===== src/hdl/qtg_pkg.sv =====
// ----------------------------------------------------------------------------
// qtg_pkg
// Types, codes and the coefficient combination schedule shared by the
// quintic trajectory generator modules.
// ----------------------------------------------------------------------------
`default_nettype none

package qtg_pkg;

  // Input command codes
  localparam logic CMD_PLAN   = 1'b0;
  localparam logic CMD_SAMPLE = 1'b1;

  // Configuration register indexes
  localparam int CFG_IDX_W = 4;
  localparam logic [CFG_IDX_W-1:0] REG_START_POS = 4'd0;
  localparam logic [CFG_IDX_W-1:0] REG_END_POS   = 4'd1;
  localparam logic [CFG_IDX_W-1:0] REG_START_VEL = 4'd2;
  localparam logic [CFG_IDX_W-1:0] REG_END_VEL   = 4'd3;
  localparam logic [CFG_IDX_W-1:0] REG_START_ACC = 4'd4;
  localparam logic [CFG_IDX_W-1:0] REG_END_ACC   = 4'd5;
  localparam logic [CFG_IDX_W-1:0] REG_START_T   = 4'd6;
  localparam logic [CFG_IDX_W-1:0] REG_END_T     = 4'd7;

  localparam logic [23:0] END_TIME_RESET = 24'd655360;

  // Schedule lengths
  localparam int MUL_STEPS = 6;
  localparam int DIV_STEPS = 41;
  localparam int SUM_STEPS = 18;
  localparam int NUM_COEF  = 6;

  // Combination operations
  localparam logic [1:0] OP_LOAD = 2'd0;
  localparam logic [1:0] OP_ADD  = 2'd1;
  localparam logic [1:0] OP_SUB  = 2'd2;

  // Combination terms
  localparam logic [2:0] TERM_C0 = 3'd0;
  localparam logic [2:0] TERM_DQ = 3'd1;
  localparam logic [2:0] TERM_V0 = 3'd2;
  localparam logic [2:0] TERM_VF = 3'd3;
  localparam logic [2:0] TERM_H0 = 3'd4;
  localparam logic [2:0] TERM_HF = 3'd5;

  typedef struct packed {
    logic [1:0] op;
    logic [2:0] term;
    logic [3:0] k;
    logic       wr;
    logic [2:0] idx;
  } sum_step_t;

  // Controller commands to the datapath
  typedef struct packed {
    logic       accept;
    logic       mul_en;
    logic [2:0] mul_step;
    logic       div_en;
    logic [5:0] div_step;
    logic       sum_en;
    logic [4:0] sum_step;
    logic       tau_mul;
    logic       tau_sel;
    logic       horner_a;
    logic       horner_b;
    logic [2:0] hk;
    logic       load_out;
    logic       out_zero;
    logic       out_err;
  } qtg_cmd_t;

  typedef struct packed {
    logic bad_window;
  } qtg_status_t;

  // Saturating combination of the boundary terms into coefficients 0 to 5.
  function automatic sum_step_t sum_step(input logic [4:0] n);
    sum_step_t s;
    s = '{op: OP_LOAD, term: TERM_C0, k: 4'd1, wr: 1'b0, idx: 3'd0};
    unique case (n)
      5'd0:  s = '{OP_LOAD, TERM_C0, 4'd1,  1'b1, 3'd0};
      5'd1:  s = '{OP_LOAD, TERM_V0, 4'd1,  1'b1, 3'd1};
      5'd2:  s = '{OP_LOAD, TERM_H0, 4'd1,  1'b1, 3'd2};
      5'd3:  s = '{OP_LOAD, TERM_DQ, 4'd10, 1'b0, 3'd3};
      5'd4:  s = '{OP_SUB,  TERM_V0, 4'd6,  1'b0, 3'd3};
      5'd5:  s = '{OP_SUB,  TERM_VF, 4'd4,  1'b0, 3'd3};
      5'd6:  s = '{OP_SUB,  TERM_H0, 4'd3,  1'b0, 3'd3};
      5'd7:  s = '{OP_ADD,  TERM_HF, 4'd1,  1'b1, 3'd3};
      5'd8:  s = '{OP_LOAD, TERM_V0, 4'd8,  1'b0, 3'd4};
      5'd9:  s = '{OP_SUB,  TERM_DQ, 4'd15, 1'b0, 3'd4};
      5'd10: s = '{OP_ADD,  TERM_VF, 4'd7,  1'b0, 3'd4};
      5'd11: s = '{OP_ADD,  TERM_H0, 4'd3,  1'b0, 3'd4};
      5'd12: s = '{OP_SUB,  TERM_HF, 4'd2,  1'b1, 3'd4};
      5'd13: s = '{OP_LOAD, TERM_DQ, 4'd6,  1'b0, 3'd5};
      5'd14: s = '{OP_SUB,  TERM_V0, 4'd3,  1'b0, 3'd5};
      5'd15: s = '{OP_SUB,  TERM_VF, 4'd3,  1'b0, 3'd5};
      5'd16: s = '{OP_SUB,  TERM_H0, 4'd1,  1'b0, 3'd5};
      5'd17: s = '{OP_ADD,  TERM_HF, 4'd1,  1'b1, 3'd5};
      default: s = '{OP_LOAD, TERM_C0, 4'd1, 1'b0, 3'd0};
    endcase
    return s;
  endfunction

endpackage

`default_nettype wire


===== src/hdl/qtg_ctrl.sv =====
// ----------------------------------------------------------------------------
// qtg_ctrl
// Sequencer for plan and sample commands and the result handshake.
// ----------------------------------------------------------------------------
`default_nettype none

module qtg_ctrl (
  input  wire logic                 clk,
  input  wire logic                 rst_n,
  input  wire logic                 in_valid,
  input  wire logic                 in_command,
  output logic                      in_ready,
  output logic                      out_valid,
  input  wire logic                 out_ready,
  input  wire qtg_pkg::qtg_status_t status,
  output qtg_pkg::qtg_cmd_t         cmd
);

  localparam logic [3:0] S_IDLE = 4'd0;
  localparam logic [3:0] S_PMUL = 4'd1;
  localparam logic [3:0] S_PDIV = 4'd2;
  localparam logic [3:0] S_PSUM = 4'd3;
  localparam logic [3:0] S_TMUL = 4'd4;
  localparam logic [3:0] S_TSEL = 4'd5;
  localparam logic [3:0] S_HA   = 4'd6;
  localparam logic [3:0] S_HB   = 4'd7;
  localparam logic [3:0] S_FIN  = 4'd8;

  logic [3:0] state_r, state_nxt;
  logic [5:0] cnt_r, cnt_nxt;
  logic       pv_r, pv_nxt;
  logic       zero_r, zero_nxt;
  logic       err_r, err_nxt;
  logic       ov_r, ov_nxt;
  logic       acc_in;

  assign in_ready  = (state_r == S_IDLE);
  assign out_valid = ov_r;
  assign acc_in    = in_valid && in_ready;

  always_comb begin
    state_nxt = state_r;
    cnt_nxt   = cnt_r;
    pv_nxt    = pv_r;
    zero_nxt  = zero_r;
    err_nxt   = err_r;
    ov_nxt    = ov_r && !out_ready;
    cmd       = '0;
    cmd.mul_step = cnt_r[2:0];
    cmd.div_step = cnt_r;
    cmd.sum_step = cnt_r[4:0];
    cmd.hk       = cnt_r[2:0];
    cmd.out_zero = zero_r;
    cmd.out_err  = err_r;
    unique case (state_r)
      S_IDLE: begin
        cmd.accept = acc_in;
        cnt_nxt = '0;
        if (acc_in) begin
          zero_nxt = 1'b1;
          err_nxt  = 1'b0;
          if (in_command == qtg_pkg::CMD_PLAN) begin
            if (status.bad_window) begin
              pv_nxt    = 1'b0;
              err_nxt   = 1'b1;
              state_nxt = S_FIN;
            end else begin
              state_nxt = S_PMUL;
            end
          end else if (!pv_r) begin
            err_nxt   = 1'b1;
            state_nxt = S_FIN;
          end else begin
            state_nxt = S_TMUL;
          end
        end
      end
      S_PMUL: begin
        cmd.mul_en = 1'b1;
        cnt_nxt = cnt_r + 6'd1;
        if (cnt_r == 6'(qtg_pkg::MUL_STEPS - 1)) begin
          cnt_nxt   = '0;
          state_nxt = S_PDIV;
        end
      end
      S_PDIV: begin
        cmd.div_en = 1'b1;
        cnt_nxt = cnt_r + 6'd1;
        if (cnt_r == 6'(qtg_pkg::DIV_STEPS - 1)) begin
          cnt_nxt   = '0;
          state_nxt = S_PSUM;
        end
      end
      S_PSUM: begin
        cmd.sum_en = 1'b1;
        cnt_nxt = cnt_r + 6'd1;
        if (cnt_r == 6'(qtg_pkg::SUM_STEPS - 1)) begin
          pv_nxt    = 1'b1;
          state_nxt = S_FIN;
        end
      end
      S_TMUL: begin
        cmd.tau_mul = 1'b1;
        state_nxt = S_TSEL;
      end
      S_TSEL: begin
        cmd.tau_sel = 1'b1;
        cnt_nxt   = 6'd4;
        state_nxt = S_HA;
      end
      S_HA: begin
        cmd.horner_a = 1'b1;
        state_nxt = S_HB;
      end
      S_HB: begin
        cmd.horner_b = 1'b1;
        if (cnt_r == 6'd0) begin
          zero_nxt  = 1'b0;
          state_nxt = S_FIN;
        end else begin
          cnt_nxt   = cnt_r - 6'd1;
          state_nxt = S_HA;
        end
      end
      S_FIN: begin
        if (!ov_r || out_ready) begin
          cmd.load_out = 1'b1;
          ov_nxt    = 1'b1;
          state_nxt = S_IDLE;
        end
      end
      default: state_nxt = S_IDLE;
    endcase
  end

  always_ff @(posedge clk) begin
    if (!rst_n) begin
      state_r <= S_IDLE;
      cnt_r   <= '0;
      pv_r    <= 1'b0;
      zero_r  <= 1'b1;
      err_r   <= 1'b0;
      ov_r    <= 1'b0;
    end else begin
      state_r <= state_nxt;
      cnt_r   <= cnt_nxt;
      pv_r    <= pv_nxt;
      zero_r  <= zero_nxt;
      err_r   <= err_nxt;
      ov_r    <= ov_nxt;
    end
  end

  a_one_unit: assert property (@(posedge clk) disable iff (!rst_n)
    $onehot0({cmd.mul_en, cmd.div_en, cmd.sum_en, cmd.tau_mul, cmd.tau_sel,
              cmd.horner_a, cmd.horner_b, cmd.load_out}))
    else $error("more than one datapath unit commanded");

  a_load_sets_valid: assert property (@(posedge clk) disable iff (!rst_n)
    cmd.load_out |=> out_valid)
    else $error("result loaded but not presented");

  a_bad_plan: assert property (@(posedge clk) disable iff (!rst_n)
    (acc_in && in_command == qtg_pkg::CMD_PLAN && status.bad_window) |=> !pv_r)
    else $error("plan still valid after a bad window");

  a_plan_done: assert property (@(posedge clk) disable iff (!rst_n)
    (state_r == S_PSUM && cnt_r == 6'(qtg_pkg::SUM_STEPS - 1)) |=> pv_r)
    else $error("plan finished without marking it valid");

endmodule

`default_nettype wire


===== config.mk =====
export PLATFORM = sky130hd
export DESIGN_NAME = qtg_ctrl
export DESIGN_NICKNAME = d
export VERILOG_FILES = /design/src/hdl/qtg_pkg.sv /design/src/hdl/qtg_ctrl.sv
export SDC_FILE = /design/constraint.sdc
export NUM_CORES = 1
export LEC_CHECK = 0
export BUFFER_PORTS_ARGS = -buffer_cell sky130_fd_sc_hd__buf_2
export CAP_MARGIN = 0
export CORE_MARGIN = 4
export CORE_UTILIZATION = 56
export CTS_BUF_LIST = sky130_fd_sc_hd__clkbuf_16
export DETAILED_ROUTE_END_ITERATION = 7
export PLACE_DENSITY = 0.85
export SETUP_SLACK_MARGIN = 0.2
export SLEW_MARGIN = 10
export SYNTH_ARGS = -nofsm -noshare
export SYNTH_HDL_FRONTEND = slang
export SYNTH_SLANG_ARGS = --single-unit

===== constraint.sdc =====
create_clock -name clk -period 2.9 [get_ports clk]
set_input_delay 0.58 -clock clk [delete_from_list [all_inputs] [get_ports clk]]
set_output_delay 0.58 -clock clk [all_outputs]
set_load 0.05 [all_outputs]

---- Word level (Yosys, flattened, before mapping) ----
Cells that the tools add are included.
operators by class
  add/subtract/negate cells ............... 2
  equal/unequal tests ..................... 20
  mux-type cells .......................... 37
  reductions and logical operators ........ 15
operator list
  kind                                                 count
  2-to-1 mux 4 bit                                     9
  one-hot mux 4 bit (9 select lines)                   1
  one-hot mux 6 bit (6 select lines)                   1
  2-to-1 mux 1 bit                                     21
  2-to-1 mux 6 bit                                     3
  equality test 4 x 3 -> 1 bit, second input constant  4
  != test 2 bit, second input constant                 7
  AND reduction 5 bit                                  2
  equality test 4 x 2 -> 1 bit, second input constant  2
  adder 6 x 1 -> 6 bit, second input constant          1
  equality test 6 x 3 -> 1 bit, second input constant  1
  equality test 6 x 5 -> 1 bit, second input constant  1
  equality test 6 bit, second input constant           1
  zero test 6 bit                                      1
  nonzero test 6 bit                                   1
  subtractor 6 x 1 -> 6 bit, second input constant     1
  equality test 4 x 1 -> 1 bit, second input constant  1
  equality test 4 bit, second input constant           1
  zero test 4 bit                                      1
  != test 2 x 1 -> 1 bit, second input constant        2
  one-hot mux 1 bit (2 select lines)                   2
  AND reduction 2 bit                                  2
  nonzero test 2 bit                                   2
  AND reduction 3 bit                                  1
  other kinds (3)                                      5
word-level totals
  register bits ........................... 14
  input bits .............................. 6
  output and inout bits ................... 30
  word-level logic and storage cells ...... 80

---- Logic depth before layout (Yosys ltp) ----
  depth after elaboration ................. 4
  depth in mapped cells ................... 7
  gate-level depth less buffers ........... 6

---- Least setup slack after synthesis ----
OpenSTA, ideal clock, no wires.
  path type ............................... reg2out
  from .................................... register state_r[0]
  to ...................................... output cmd[2] (netlist bit)
  data arrival time ....................... 1853 ps
  required time ........................... 2320 ps
  setup slack ............................. 467 ps
  cell stages (with the launch flop) ...... 4
  path buffers ............................ 1
  cell sequence ........................... dfxtp_1 > buf_4 > or4b_2 > nor2b_1
RTL lines
  what                    RTL line         RTL
  start, declared         qtg_ctrl.sv:29   logic [3:0] state_r, state_nxt;
  start signal, assigned  qtg_ctrl.sv:145  state_r <= state_nxt;
  end, declared           qtg_ctrl.sv:16   output qtg_pkg::qtg_cmd_t cmd

==> key figures <==
Run status
  – Status: finished, final reports clean

Power and ir drop
  – Power per cell area: between 500 and 600 nW/um2
  – P_leak: 0.000603 uW
  – Worst vdd ir: slightly below 0.5 mV

Synth
  – Synth Cell Area: 1270 um2
  – Yosys warning count: 0
  – Cell variety after synth: between 50 and 60
  – Number of synthesized register bits: 14
  – Ys async rst share: 0%
  – Post-synth EDFFs: 0
  – Mapped Cells: between 150 and 200
  – Top_reg_cell synth: dfxtp_1
  – Syn Nets: about 180
  – Seq/Total Area, Yosys: approximately 22%
  – Synth Area per Inst: 7.61 um2

Timing
  – Fin. Hold Viols: 0
  – Final clock skew: between 0.005 and 0.006 ns
  – Worst Setup Slack, final: between 0.4 and 0.5 ns
  – WHS: between 0.5 and 0.6 ns
  – Fin crit share: between 80% and 90%
  – RSZ-0062 raised after global routing: false
  – Worst slew margin: between 50% and 60%
  – Min Tclk post-route: roughly 2.4 ns
  – Slew at the pin closest to its max-slew limit: a little under 0.7 ns
  – Max frequency: ~420 MHz
  – Slew Limit Fails: 0
  – Post-route setup TNS: 0 ns
  – Final setup fails: 0

Die
  – Die ar.: slightly above 3000 um2
  – I/O pin count: 36
  – Die H: roughly 56 um
  – Rows: 16
  – Initial Util: about three fifths
  – Core area: between 2000 and 2500 um2
  – Die X: between 50 and 60 um

Place
  – GP Congestion: around 0.93
  – HPWL Detailed: about 2.4 mm
  – Dpl cell area: roughly 1300 um2
  – # port buffers: 35
  – Pre-CTS setup slack: just under 0.8 ns

Worst setup path
  – Crit path to: cmd[2]
  – Worst r2r path cells: 6
  – Worst endpoint data arrival time: 1.83 ns
  – CP max FO: 16
  – CP Class: reg -> out
  – CP required: approximately 2.3 ns
  – Critical Path Source Type: flip-flop
  – Reg2reg start: cnt_r[0]$_SDFFE_PN0P_
  – CP max stage cell: or4b_2
  – Critical-path cell list: or4b_2, nor2b_1, buf_2
  – Flop2flop setup slack: 0.75 ns
  – Worst path max stage delay: approximately 0.73 ns
  – Critical Path Start: state_r[1]$_SDFFE_PN0P_
  – R2r endpoint: cnt_r[0]$_SDFFE_PN0P_
  – CP Capture Type: primary output

Detailed routing
  – Routed WL per cell: between 15 and 20 um
  – Antenna violation net count after detailed routing: 0
  – DRC violations left: 0
  – Initial DRC count: 96
  – Final WL: around 3.4 mm
  – DRT Pass-1 Iters: 4
  – Via/cell ratio: approximately 6.5
  – Via count: about 1.4k

Clocking
  – CTS tree: yes
  – Clock Latency Late Sink: approximately 0.25 ns
  – TritonCTS Buffers: 3
  – Postcts setup bufs: 0
  – H-tree levels: 1
  – CTS Sinks: 14
  – Clock-pin transition on the worst setup and hold timing paths: 0.05 ns
  – CTS hold repair buffers: 0
  – CTS Buffer Depth: 2
  – Resize count post-CTS: 0
  – Root Buffer: clkbuf_16

Cells and area
  – Ant diodes: 0
  – Area occupied by multi-input gates: approximately 800 um2
  – Design Area, Final: about 1400 um2
  – Share of layout cells above drive strength 1: 25.7%
  – # fillers: between 150 and 200
  – Layout area overhead: 11.2%
  – Net count, final: roughly 190
  – Leading cell type in the layout, fill and taps excluded: buf_2
  – Most frequent cells in the layout: buf_2, nor2_1, dfxtp_1
  – FF+latch area: 280 um2

Global route
  – First-pass GRT wire length: approximately 5.9 mm
  – Vias in the first global route: ~1.2k
  – GRT Residual Overflow: 0
  – Largest net degree at the start of global routing: 22
  – GRT Total Usage: a little under a quarter
  – Initial antenna violation count: 0

Hold path
  – Min-delay worst type: reg -> reg

Run
  – Max_cap viols: 0
## sequential cells by signal, indices dropped and copies added, names as in the netlist
register   count
cnt_r          6
err_r          1
out_valid      1
pv_r           1
state_r        4
zero_r         1
## worst min-delay path by stage
stage               depth (start not counted)            startpoint                    to
floorplan                                   2    err_r$_SDFFE_PN0P_    err_r$_SDFFE_PN0P_
global placement                            2    err_r$_SDFFE_PN0P_    err_r$_SDFFE_PN0P_
detailed placement                          2    err_r$_SDFFE_PN0P_    err_r$_SDFFE_PN0P_
CTS                                         2  out_valid$_SDFF_PN0_  out_valid$_SDFF_PN0_
global route                                2  out_valid$_SDFF_PN0_  out_valid$_SDFF_PN0_
finish                                      2    err_r$_SDFFE_PN0P_    err_r$_SDFFE_PN0P_
## where the power goes
part / total [uW] / switching, uW / internal, uW
combinational: 260 / 182 / 78.8
sequential: 224 / 19.7 / 204
clock: 265 / 82.4 / 183
total: 749 / 284 / 465
## stage by stage
| step | util [%] | total power [uW] | std cells |
|---|---|---|---|
| after floorplan | - | 434 | 167 |
| after global placement | 64.7 | 477 | 206 |
| after detailed placement | 64.7 | 481 | 206 |
| after CTS | 68.6 | 749 | 210 |
| after global routing | 68.6 | 791 | 210 |
| final | 68.6 | 749 | 210 |
## cell families after synthesis
family	count (synthesis)	synth area share, %
xor+xnor	4	2.76
mux	2	1.57
buf+inv	32	14.7
simple gates	68	30.5
compound gates	44	25.5
fa+ha+maj	3	2.95
flops	14	22.0
## per-layer routing
layer | routed length [um] | GRT usage (%) | vias up | share of wire (%)
met3 | 397 | 4.41 | 4 | 12
met4 | 34 | 8.68 | 0 | 0.99
met1 | 1450 | 32.0 | 644 | 42
met2 | 1560 | 35.8 | 87 | 45
met5 | 0 | 0 | - | 0
li1 | - | - | 634 | -
## synthesized netlist by cell type (2+ instances only)
| cell | count | share of area (%) |
|---|---|---|
| nor2_1 | 17 | 5.0 |
| buf_4 | 16 | 9.4 |
| dfxtp_1 | 14 | 22 |
| nand2_1 | 9 | 2.7 |
| a31oi_1 | 7 | 3.4 |
| nand3_1 | 7 | 2.8 |
| o21ai_0 | 7 | 2.8 |
| buf_2 | 5 | 2.0 |
| inv_1 | 5 | 1.5 |
| a21oi_1 | 4 | 1.6 |
| clkbuf_1 | 4 | 1.2 |
| nand2b_1 | 4 | 2.0 |
| nor2b_1 | 4 | 2.0 |
| nor3_1 | 4 | 1.6 |
| o211ai_1 | 4 | 2.4 |
| o31ai_1 | 4 | 2.4 |
| or3_1 | 4 | 2.0 |
| and3_1 | 3 | 1.5 |
| ha_1 | 3 | 3.0 |
| nor3b_1 | 3 | 1.8 |
| a22oi_1 | 2 | 1.2 |
| a311oi_1 | 2 | 1.4 |
| mux2i_1 | 2 | 1.6 |
| nand4b_1 | 2 | 1.4 |
| xnor2_1 | 2 | 1.4 |
| xor2_1 | 2 | 1.4 |
## critical path: cells and delay by family, from the launching register on
| kind | cells | cell delay, ns |
|---|---|---|
| AND/OR/NAND/NOR | 2 | 0.86 |
| flip-flops | 1 | 0.45 |
| buffers and inverters | 1 | 0.27 |
## final cells by class
cell class,count,area share [%]
inverter,7,1.86
clock buffer,3,5.31
multi-input combinational,121,56.9
tap,27,2.39
clock inverter,1,0.265
sequential,14,19.8
timing repair buffer,37,13.5
No activity file was read; power rests on OpenSTA's default activity.
